## src/rtl/ira_pkg.sv

```systemverilog
`default_nettype none
// ----------------------------------------------------------------------------
// ira_pkg
// Shared types and codes of the interpreter integer ALU.
// ----------------------------------------------------------------------------
package ira_pkg;

  localparam int DataWidth = 64;
  localparam int HalfWidth = DataWidth / 2;
  localparam int DivSteps  = DataWidth;

  typedef enum logic [4:0] {
    CmdNop  = 5'd0,
    CmdTrunc = 5'd1,
    CmdZext = 5'd2,
    CmdSext = 5'd3,
    CmdAdd  = 5'd4,
    CmdSub  = 5'd5,
    CmdMul  = 5'd6,
    CmdUdiv = 5'd7,
    CmdSdiv = 5'd8,
    CmdUrem = 5'd9,
    CmdSrem = 5'd10,
    CmdCmp  = 5'd11,
    CmdShl  = 5'd12,
    CmdShr  = 5'd13,
    CmdSar  = 5'd14,
    CmdAnd  = 5'd15,
    CmdOr   = 5'd16,
    CmdXor  = 5'd17
  } cmd_e;

  typedef enum logic [3:0] {
    CmpEq  = 4'd0,
    CmpNe  = 4'd1,
    CmpUgt = 4'd2,
    CmpUge = 4'd3,
    CmpUlt = 4'd4,
    CmpUle = 4'd5,
    CmpSgt = 4'd6,
    CmpSge = 4'd7,
    CmpSlt = 4'd8,
    CmpSle = 4'd9
  } cmp_e;

  typedef enum logic [1:0] {
    TruncBool = 2'd0,
    Trunc32   = 2'd1,
    TruncFull = 2'd2,
    TruncSpare = 2'd3
  } trunc_e;

  // Payload that travels down the divider chain.
  typedef struct packed {
    cmd_e                 op;
    logic [DataWidth-1:0] res;
    logic                 err;
    logic                 neg_q;
    logic                 neg_r;
    logic [DataWidth-1:0] rem;
    logic [DataWidth-1:0] quo;
    logic [DataWidth-1:0] dvs;
  } pipe_t;

endpackage
`default_nettype wire

```

## src/rtl/ira_div_step.sv

```systemverilog
`default_nettype none
// ----------------------------------------------------------------------------
// ira_div_step
// One registered step of the restoring divider: one quotient bit per stage.
// ----------------------------------------------------------------------------
module ira_div_step import ira_pkg::*; (
  input  wire   clk_i,
  input  wire   rst_ni,
  input  wire   valid_i,
  input  pipe_t stage_i,
  output logic  valid_o,
  output pipe_t stage_o
);

  logic          valid_q;
  pipe_t         stage_q;
  pipe_t         stage_d;
  logic [DataWidth:0] trial;
  logic [DataWidth:0] diff;

  always_comb begin
    trial   = {stage_i.rem, stage_i.quo[DataWidth-1]};
    diff    = trial - {1'b0, stage_i.dvs};
    stage_d = stage_i;
    if (!diff[DataWidth]) begin
      stage_d.rem = diff[DataWidth-1:0];
      stage_d.quo = {stage_i.quo[DataWidth-2:0], 1'b1};
    end else begin
      stage_d.rem = trial[DataWidth-1:0];
      stage_d.quo = {stage_i.quo[DataWidth-2:0], 1'b0};
    end
  end

  always_ff @(posedge clk_i or negedge rst_ni) begin
    if (!rst_ni) begin
      valid_q <= 1'b0;
    end else begin
      valid_q <= valid_i;
    end
  end

  always_ff @(posedge clk_i) begin
    stage_q <= stage_d;
  end

  assign valid_o = valid_q;
  assign stage_o = stage_q;

  // The partial remainder stays below a non-zero divisor after every step.
  assert property (@(posedge clk_i) disable iff (!rst_ni)
    (valid_q && stage_q.dvs != '0) |-> (stage_q.rem < stage_q.dvs))
    else $error("partial remainder not below divisor");

endmodule
`default_nettype wire
```

## config.mk

```make
export PLATFORM = sky130hd
export DESIGN_NAME = ira_div_step
export DESIGN_NICKNAME = d
export VERILOG_FILES = /design/src/rtl/ira_pkg.sv /design/src/rtl/ira_div_step.sv
export SDC_FILE = /design/constraint.sdc
export NUM_CORES = 1
export LEC_CHECK = 0
export ABC_AREA = 1
export BUFFER_PORTS_ARGS = -buffer_cell sky130_fd_sc_hd__buf_4
export CORE_AREA = 2 2 208 210
export CTS_CLUSTER_DIAMETER = 50
export DETAILED_ROUTE_END_ITERATION = 16
export DIE_AREA = 0 0 210 212
export GPL_ROUTABILITY_DRIVEN = 1
export PLACE_DENSITY = 0.61
export SLEW_MARGIN = 20
export SYNTH_ARGS = -nofsm -noshare
export SYNTH_HDL_FRONTEND = slang
export SYNTH_SLANG_ARGS = --single-unit
```

## constraint.sdc

```tcl
create_clock -name clk_i -period 0.8 [get_ports clk_i]
set_input_delay 0.16 -clock clk_i [delete_from_list [all_inputs] [get_ports clk_i]]
set_output_delay 0.16 -clock clk_i [all_outputs]
set_load 0.005 [all_outputs]
```

## Word-level counts from Yosys, hierarchy flattened

Cells that the tools add are included.

| word-level totals | value |
|---|---|
| register bits after elaboration | 265 |
| input bits | 267 |
| output and inout port bits | 265 |
| logic and storage cells | 11 |

| cells by class | value |
|---|---|
| add/subtract/negate cells | 1 |
| multiplexer cells | 1 |

Operators by type and width:

| cell | count |
|---|---|
| $mux W128 | 1 |
| $sub A65 B64 Y65 | 1 |

## Depth between registers and ports, before layout

Gate-level depths: netlist (run 1).

| logic depth | value |
|---|---|
| depth in word-level cells | 2 |
| gate-level depth with buffers | 20 |
| mapped depth without buffers | 18 |

## Worst setup path before layout (run 1)

Ideal clock, no wire load.

| timing | value |
|---|---|
| kind | input port to flip-flop |
| start | input port stage_i[127] (netlist name) |
| end | register stage_q, in the netlist stage_o[169] |
| library setup time | 0.112 ns |
| data arrival time | 1.957 ns |
| data required time | 0.688 ns |
| setup slack | -1.268 ns |
| stages on the path | 19 |
| path buffers | 2 |
| cell sequence | inv_1 -> ha_1 -> fa_1 -> inv_1 -> nand2_1 -> nand2_1 -> nand3_1 -> nand2_2 -> nand2_1 -> nand2_2 -> nand2_1 -> nand2_2 -> nand2_2 -> nand3_1 -> nand2_2 -> buf_12 -> buf_12 -> nand2_2 -> nand2_1 |

RTL lines:

| what | RTL line | RTL |
|---|---|---|
| from (decl) | ira_div_step.sv:10 | `input pipe_t stage_i,` |
| to (signal assigned) | ira_div_step.sv:43 | `stage_q <= stage_d;` |
| to (decl) | ira_div_step.sv:16 | `pipe_t stage_q;` |

==> metrics.txt, run 1 <==
GP Congestion=0.946; drt wl/cell=20.0 µm; failing checks=setup timing; via count=16103; largest cells by area after synthesis=dfxtp_1 42%, nand2_1 24%, inv_1 12%; Max VDD drop=0.00163 V; Synth top area share=0.422; final slew viol count=0; synth warn=0; layout cell share with drive strength beyond 1=0.496; Worst slew margin=0.753; final worst slack=-1.04 ns; Initial Util=0.295; critical path class=in2reg; Final Hold Fails=0; CP top delay family=simple AND/OR/NAND/NOR gates; FP Rows=76; clk slew on worst S/H paths=0.05 ns; register area share after synthesis=0.424; first-pass GRT wire length=101000 µm; fmax=543 MHz; Synth Area in Adders=0.0655; sequential share of power=0.320; fin crit share=2.30; xor-xnor portion of the synthesized cell area=0.0217; CP endpoint kind=register; Setup-failing EPs final=330; delay of the slowest critical-path stage=0.40 ns; Sinks on Clock Net=265; net switching power=0.0149 W; core area=0.0425 mm²; LEAKAGE=14.3 nW; complex-gate fraction of the synthesized area=0.0276; Ports=532; largest family of logic cells by synthesized area=simple AND/OR/NAND/NOR gates; H-tree depth=2; CTS tree=built; hold slack=0.0685 ns; Final ANT Viol Nets=0; largest net degree at the start of global routing=32; critical path fanouts, max=8; worst path cell trace=buf_4, inv_1, ha_4, nand2_1, inv_1, nand2_2, nor2_4, nand2_2, nor4_4, nand2_8, nand3_4, nand2_8, clkbuf_16, nand2_2, nand2_1; Post-Synthesis Cells=1869; fin nets=3379; clk buf depth=3; Synth cell types=32; final wirelength=72400 µm; DRT iter0 DRCs=908; Area Growth Syn to Fin=114%; overall routing resource usage=0.304; unrepaired setup endpoints after global routing=yes; die height=212 µm; dpl hpwl=52800 µm; CP arrival=2.26 ns; Max Cap Viol=0; CTS buffer count=36; syn avg cell area=6.71 µm²; Worst path slowest cell=nor4_4; worst slack, placed=-1.66 ns; status=finished, violations left; clock power share=0.348; die area=0.0445 mm²; Sw Ratio=0.313; # diodes=0; Critical Path RT=1.22 ns; asr flop ratio synth=0.00377; Worst Setup Start Kind=input port; Simple-Gate Fraction of Synth Area=0.333; routed vias/inst=4.45; vias in the first global route=16457; Root Buffer=clkbuf_16; Primary FF master, synth=dfxtp_1; pwr dens=1780 mW/mm²; initial antenna violation count=1; HP Class=in2reg; die width=210 µm; IO Port Bufs=531; utilization after layout=0.631; placed cell areas=0.0195 mm²; syn nets=2201; Tightest Pin Transition=0.368 ns; #FFs+latches synth=265; synthesized area=0.0125 mm²; DR DRC count=0; CP bufs+invs=4; Congestion Overflow GR=0; post-synthesis mux area share=0; Tmin final=1.84 ns; Post-synth EDFFs=0; most frequent CP cell=nand2_2; Comb pwr share=0.332; Pre-antenna DRT Iters=5; Cell Int Power=0.0327 W; cell area after layout=0.0268 mm²; Synth area leader=dfxtp_1
-- metrics by stage --
step,total power [W],TNS (ns),cells
final,0.0476,-151.96,3617
after global routing,0.0496,-161.82,3617
after CTS,0.0464,-149.87,3608
after detailed placement,0.0263,-102.81,3245
after global placement,0.0263,-100.02,3245
after floorplan,0.0194,-75.86,1869
-- flip-flops by register name (all words and copies together) (netlist names) --
| signal | flops |
|---|---|
| stage_o | 264 |
| valid_o | 1 |
-- cells in the final DEF, fill, tap and decap left out, types with 4 or more instances in the layout --
cell	netlist	routed
dlygate4sd3_1	0	267
o21bai_1	8	8
dfxtp_1	264	37
inv_8	0	4
a21oi_1	53	36
nor3_1	12	9
dfxtp_4	0	8
nand2_1	788	604
clkinv_4	0	4
inv_2	4	23
nand2_8	0	8
nand3_1	70	57
nor2_1	103	83
ha_1	64	20
nor2_2	7	17
nand3_4	0	4
a21oi_2	0	16
bufinv_16	0	4
nand4_1	17	17
clkbuf_16	0	41
buf_4	1	626
buf_6	1	239
ha_4	0	43
inv_1	388	365
buf_12	3	12
nor2_4	1	11
dfxtp_2	0	219
nand3_2	0	9
nand2_4	1	56
xor2_1	30	30
nand2_2	29	152
-- cell families (layout without fill, tap and decap cells) --
logic type,after synthesis,after routing
AND/OR/NAND/NOR,1037,1039
XOR/XNOR,31,31
AO/OA/AOI/OAI,65,65
adder cells (fa/ha/maj),65,65
flip-flops,265,265
buffers and inverters,406,1606
-- layer usage --
metal  up-vias  GRT usage  routed length (µm)
met5         -          0                   0
met4         0      0.114                3300
met3       158     0.0554                3800
met2       541      0.551               36000
met1      7520      0.356               29300
li1       7884          -                   -
-- area by class of cell --
cell class | instances | area [µm²]
clock buffers | 40 | 926
clock inverters | 22 | 289
fillers | 3602 | 15700
inverters | 393 | 1500
multi-input cells | 1200 | 7310
flip-flops and latches | 265 | 5620
well taps | 546 | 683
repair buffers | 1151 | 10500
-- power groups by stage --
| stage | Combinational (W) | Clock, W | Sequential [W] |
|---|---|---|---|
| 5_1_grt | 0.0169 | 0.0174 | 0.0153 |
| 2_1_floorplan | 0.00429 | 0 | 0.0151 |
| 3_5_place_dp | 0.0112 | 0 | 0.0151 |
| 4_1_cts | 0.0145 | 0.0168 | 0.0151 |
| 3_3_place_gp | 0.0111 | 0 | 0.0151 |
| 6_report | 0.0158 | 0.0166 | 0.0152 |
-- synthesized netlist by cell type (2+ instances only) --
library cell / count
inv_2: 4
nand2_2: 29
xor2_1: 30
ha_1: 64
buf_8: 2
nor4_1: 3
dfxtp_1: 264
a21oi_1: 53
inv_1: 388
o21bai_1: 8
nand3_1: 70
nor3_1: 12
buf_12: 3
buf_2: 6
nand4_1: 17
nand2_1: 788
and3_1: 2
nor2_1: 103
nor2_2: 7
o21ai_0: 4
-- path summary, 6_finish.rpt --
kind	start	end	slack [ns]	cells after the start
min in group asynchronous	rst_ni	valid_o$_DFF_PN0_	0.47	3
hold / removal	stage_i[151]	stage_o[152]$_DFF_P_	0.07	5
setup / recovery	stage_i[45]	stage_o[132]$_DFF_P_	-1.04	15
max in group asynchronous	rst_ni	valid_o$_DFF_PN0_	0.21	3
-- timing repair --
item                                   4_1_cts  5_1_grt
gates resized for setup                    568      310
pin swaps                                   44       52
hold buffers                               267        0
gates cloned                                 8        8
buffers inserted                            28        8
endpoints found under the hold margin      265        0
setup endpoints to repair                  330      330
Note: power is estimated with default switching activity, not from simulation.
==> run 2, diff against run 1 <==
--- a/config.mk
+++ b/config.mk
@@ -15,2 +15,3 @@
 export PLACE_DENSITY = 0.61
+export RECOVER_POWER = 50
 export SLEW_MARGIN = 20
--- a/constraint.sdc
+++ b/constraint.sdc
@@ -3,2 +3,2 @@
 set_output_delay 0.16 -clock clk_i [all_outputs]
-set_load 0.005 [all_outputs]
+set_load 0.05 [all_outputs]
==> run 2 against run 1 <==
Effect of this change: critical path depth increased by 5; largest power group is now combinational logic; critical path type unchanged; critical endpoint is now stage_o[143]$_DFF_P_; sequential power hardly changed; core utilization is 2.6 points higher; the run still ends with setup timing left; sequential share of layout area shrank 0.66 points; setup slack better by 0.061 ns; combinational power is 32% higher; flip-flop and latch count did not move; power increased by 11%; wire length up 1.4%; die area is the same; final cell count about the same.
==> metrics.txt, run 2 (synthesized netlist as in run 1, its figures left out) <==
status=finished, violations left; failing checks=setup timing; final worst slack=-0.980 ns (+0.0612 ns); fin nets=3375 (-0.12%); delay of the slowest critical-path stage=0.40 ns (about the same); Tmin final=1.78 ns (-0.0612 ns); fin crit share=2.23 (-0.0765); CTS tree=built; Largest register FFs=264 (unchanged); dpl hpwl=52800 µm (unchanged); hold path endpoint=stage_o[134]$_DFF_P_; commonest non-fill, non-tap cell in the layout=nand2_1; Root Buffer=clkbuf_16; Setup-failing EPs final=330 (unchanged); hold slack=0.0628 ns (-0.00575 ns); final slew viol count=0 (unchanged); CTS buffer count=36 (unchanged); largest net degree at the start of global routing=32 (unchanged); Sinks on Clock Net=265 (unchanged); Final ANT Viol Nets=0 (unchanged); Congestion Overflow GR=0 (unchanged); Worst slew margin=0.752 (-0.000987); HP Class=in2reg; placed cells=3245 (unchanged); Initial Util=0.295 (unchanged); initial antenna violation count=2 (+1); first-pass GRT wire length=103000 µm (+2.6%); final wirelength=73400 µm (+1.4%); CP arrival=2.26 ns (about the same); clk buf depth=3 (unchanged); Critical Path RT=1.28 ns (+0.06 ns); CP endpoint kind=register; Max VDD drop=0.00187 V (+15%); FP Rows=76 (unchanged); Fillers=3359 (-6.7%); drt wl/cell=20.3 µm (+1.4%); critical path fanouts, max=8 (unchanged); critical path class=in2reg; hold path depth=5 (unchanged); die area=0.0445 mm² (unchanged); most frequent CP cell=nand2_2; clk slew on worst S/H paths=0.06 ns (about the same); die height=212 µm (unchanged); via count=16040 (-0.39%); core area=0.0425 mm² (unchanged); Tightest Pin Transition=0.369 ns (+0.00147 ns); worst slack, placed=-1.66 ns (unchanged); DRT iter0 DRCs=847 (-6.7%); fmax=562 MHz (+3.4%); pwr dens=1900 mW/mm² (+6.7%); overall routing resource usage=0.313 (+0.00943); Worst path slowest cell=fa_2; Final Hold Fails=0 (unchanged); Worst Setup Start Kind=input port; unrepaired setup endpoints after global routing=yes; Pre-antenna DRT Iters=5 (unchanged); total design power=0.0529 W (+11%); vias in the first global route=16640 (+1.1%); GP Congestion=0.946 (unchanged); LEAKAGE=14.6 nW (+2.2%); Area Growth Syn to Fin=123%; IO Port Bufs=531 (unchanged); DR DRC count=0 (unchanged); Ports=532 (unchanged); Min-Delay Startpoint=stage_i[133]; die width=210 µm (unchanged); worst path cell trace=buf_12, inv_12, ha_4, fa_2, inv_2, nand2_2, nand2_2, nand3_2, nand2_2, nand2_2, nand2_2, nand2_2, nand2_4, nand2_8, nand2_8, nand2_8, nand2_8, clkbuf_16, nand2_1, nand2_1; Non-Filler Instances=3615 (-0.055%); routed vias/inst=4.44 (-0.34%); H-tree depth=2 (unchanged); Max Cap Viol=0 (unchanged); layout cell share with drive strength beyond 1=0.497 (+0.000647); most frequent cells in the layout=632 x nand2_1, 505 x buf_4, 366 x inv_1, 267 x dlygate4sd3_1, 255 x dfxtp_2; utilization after layout=0.656 (+0.0258)
-- run 2: changes by cell type in the layout (fill, tap and decap cells not counted), sizes merged --
cell,delta
buf,-91
clkbuf,+87
diode,+2
-- run 2: power by group --
group / switching (W) / internal, W / leakage (nW) / total, W
registers: 0.000865 / 0.0147 / 2.25 / 0.0155
clock network: 0.00671 / 0.00986 / 0.591 / 0.0166
logic: 0.0115 / 0.00930 / 11.8 / 0.0208
-- run 2: layout make-up --
class,count,area [µm²],area share
antenna,2,5.00,0.000179
clock buffer,40,926,0.0332
clock inverter,22,289,0.0104
inverter,393,1500,0.0536
multi-input combinational,1200,7240,0.259
sequential,265,5660,0.203
tap,546,683,0.0245
timing repair buffer,1147,11600,0.416
-- run 2: metrics by stage --
step / setup TNS [ns] / cell area, µm²
6_report: -162.65 / 27900
5_1_grt: -174.98 / 27900
3_3_place_gp: -100.26 / 19500
2_1_floorplan: -75.86 / 12600
4_1_cts: -163.57 / 27100
3_5_place_dp: -102.95 / 19500
-- run 2: layer usage --
layer	global-route usage	share of wire
met1	0.362	0.40
met2	0.554	0.49
met3	0.0650	0.056
met4	0.148	0.056
met5	0	0.00018
-- run 2: how the worst max path moves through the flow --
stage	depth (start not counted)	slack, ns	endpoint	startpoint
after floorplan	19	-1.18	stage_o[169]$_DFF_P_	stage_i[127]
after global placement	20	-1.61	stage_o[160]$_DFF_P_	stage_i[127]
after detailed placement	14	-1.66	stage_o[168]$_DFF_P_	stage_i[148]
after CTS	21	-0.91	stage_o[131]$_DFF_P_	stage_i[127]
after global routing	20	-1.07	stage_o[137]$_DFF_P_	stage_i[127]
final	20	-0.98	stage_o[143]$_DFF_P_	stage_i[127]
-- run 2: repair_timing --
| item | CTS | global route |
|---|---|---|
| resized for setup | 970 | 213 |
| hold endpoints to repair | 265 | 0 |
| setup buffers | 28 | 3 |
| gates cloned | 8 | 8 |
| endpoints found under the setup margin | 330 | 330 |
| hold buffers | 267 | 0 |
| pin swaps | 44 | 51 |
-- run 2: worst max-delay path, delay by kind of cell --
kind / cells / cell delay [ns]
buf+inv: 4 / 0.39
fa+ha+maj: 2 / 0.55
simple gates: 14 / 1.16
==> run 3, diff against run 2 <==
Settings changed: CORE_AREA 2 2 208 210 to 4 4 204 206, DIE_AREA 0 0 210 212 to 0 0 208 210, GPL_TIMING_DRIVEN set to 0, PLACE_DENSITY 0.61 to 0.68.
==> run 3 against run 2 <==
Effect of this change: the flow finishes with violations (hold timing, setup timing); combinational power decreased by 8%; flip-flop and latch count unchanged; via count fell by 5.9%; wire length shrank 6.0%; sequential power barely moved; setup slack worse by 0.036 ns.
==> metrics.txt, run 3 (synthesized netlist as in run 1, its figures left out) <==
status=finished, violations left; failing checks=hold timing, setup timing; # diodes=0 (-2); most frequent cells in the layout=650 x nand2_1, 350 x inv_1, 264 x dlygate4sd3_1, 261 x dfxtp_2, 236 x buf_8; clk slew on worst S/H paths=0.06 ns (about the same); Max VDD drop=0.00187 V (-0.20%); CTS tree=built; Critical Path RT=1.31 ns (+0.03 ns); fin crit share=2.27 (+0.0450); overall routing resource usage=0.299 (-0.0146); final worst slack=-1.02 ns (-0.0360 ns); first-pass GRT wire length=99900 µm (-3.2%); fin nets=3090 (-8.4%); Area Growth Syn to Fin=104%; Final ANT Viol Nets=0 (unchanged); vias in the first global route=15832 (-4.9%); FP Rows=73 (-3.9%); Max Cap Viol=0 (unchanged); CTS buffer count=31 (-14%); Root Buffer=clkbuf_16; critical path class=in2reg; CP endpoint kind=register; Initial Util=0.316 (+0.0213); fmax=551 MHz (-2.0%); Setup-failing EPs final=330 (unchanged); Pre-antenna DRT Iters=5 (unchanged); core area=0.0396 mm² (-6.7%); critical path fanouts, max=7 (-1); Largest register FFs=264 (unchanged); dpl hpwl=50800 µm (-3.6%); pwr dens=1910 mW/mm² (+0.74%); commonest non-fill, non-tap cell in the layout=nand2_1; Final Hold Fails=2 (+2); Worst slew margin=0.764 (+0.0123); HP Class=in2reg; H-tree depth=1 (-1); final wirelength=69000 µm (-6.0%); Tmin final=1.82 ns (+0.0360 ns); routed vias/inst=4.56 (+2.8%); clk buf depth=3 (unchanged); die width=208 µm (-0.95%); layout cell share with drive strength beyond 1=0.442 (-0.0542); worst slack, placed=-2.16 ns (-0.502 ns); LEAKAGE=13.1 nW (-10%); DR DRC count=0 (unchanged); CP arrival=2.32 ns (+0.06 ns); die area=0.0437 mm² (-1.9%); Ports=532 (unchanged); Tightest Pin Transition=0.351 ns (-0.0183 ns); Worst Setup Start Kind=input port; DRT iter0 DRCs=824 (-2.7%); hold slack=-0.313 ns (-0.376 ns); die height=210 µm (-0.94%); GP Congestion=0.948 (+0.24%); largest net degree at the start of global routing=16 (-50%); Congestion Overflow GR=0 (unchanged); IO Port Bufs=531 (unchanged); initial antenna violation count=1 (-1); Fillers=3198 (-4.8%); unrepaired setup endpoints after global routing=yes; drt wl/cell=20.8 µm (+2.7%); final slew viol count=0 (unchanged); Sinks on Clock Net=265 (unchanged); hold path depth=1 (-4); via count=15092 (-5.9%)
==> run 3: cell count changes in the layout (fill, tap and decap cells not counted), sizes merged, moves of 3 or more <==
cell	previous run	this run
buf	788	522
clkbuf	132	119
clkinvlp	2	5
dlygate4sd3	267	264
==> run 3: through the flow <==
step / cell area, µm² / std cells / utilization / TNS, ns / total power, W
CTS: 24900 / 3291 / 0.628 / -172.39 / 0.0481
finish: 25600 / 3308 / 0.645 / -170.46 / 0.0489
global placement: 17200 / 2925 / 0.434 / -127.25 / 0.0286
floorplan: 12600 / 1869 / - / -75.86 / 0.0234
detailed placement: 17200 / 2925 / 0.434 / -128.56 / 0.0286
global route: 25600 / 3308 / 0.645 / -180.18 / 0.0506
==> run 3: area by class of cell <==
type / count / area (µm²) / area share
plain buffers: 9 / 156 / 0.00611
clock buffers: 37 / 818 / 0.0320
clock inverters: 21 / 224 / 0.00876
inverters: 393 / 1490 / 0.0584
multi-input cells: 1199 / 7210 / 0.282
flip-flops and latches: 265 / 5640 / 0.221
well taps: 525 / 657 / 0.0257
repair buffers: 859 / 9380 / 0.367
==> run 3: path summary, 6_finish.rpt <==
check                            start                   end
max                        stage_i[60]  stage_o[184]$_DFF_P_
min                         stage_i[0]    stage_o[0]$_DFF_P_
max in group asynchronous       rst_ni     valid_o$_DFF_PN0_
min in group asynchronous       rst_ni     valid_o$_DFF_PN0_
==> run 3: power by group <==
part	switching (W)	leakage (nW)	internal, W
combinational	0.0109	10.4	0.00816
sequential	0.000831	2.25	0.0146
clock	0.00620	0.495	0.00811
==> run 3: what timing repair did <==
action / CTS / global route
hold endpoints to repair: 265 / 3
setup buffers: 40 / 19
cloned: 8 / 3
endpoints found under the setup margin: 330 / 330
hold buffers: 263 / 1
resized for setup: 1045 / 184
pin swaps: 44 / 42
==> run 3: critical path, stage by stage <==
cell and delay [ns]:
clkbuf_1 0.11, inv_2 0.06, ha_4 0.27, nand2_4 0.09, inv_2 0.05, nand3_4 0.11
nor2_1 0.07, nor2_2 0.21, nand2_2 0.09, a21oi_4 0.22, buf_6 0.16, nand3_4 0.08
nand2_4 0.08, buf_12 0.14, buf_12 0.16, clkbuf_16 0.16, nand2_2 0.04, nand2_1 0.05
==> run 3: metal layers <==
metal / track usage / up-vias / wire length [µm] / part of all wire
met4: 0.101 / 2 / 2800 / 0.041
met3: 0.0497 / 121 / 3710 / 0.054
met5: 0 / - / 13 / 0.00019
met2: 0.554 / 544 / 35300 / 0.51
li1: - / 7316 / - / -
met1: 0.349 / 7109 / 27100 / 0.39
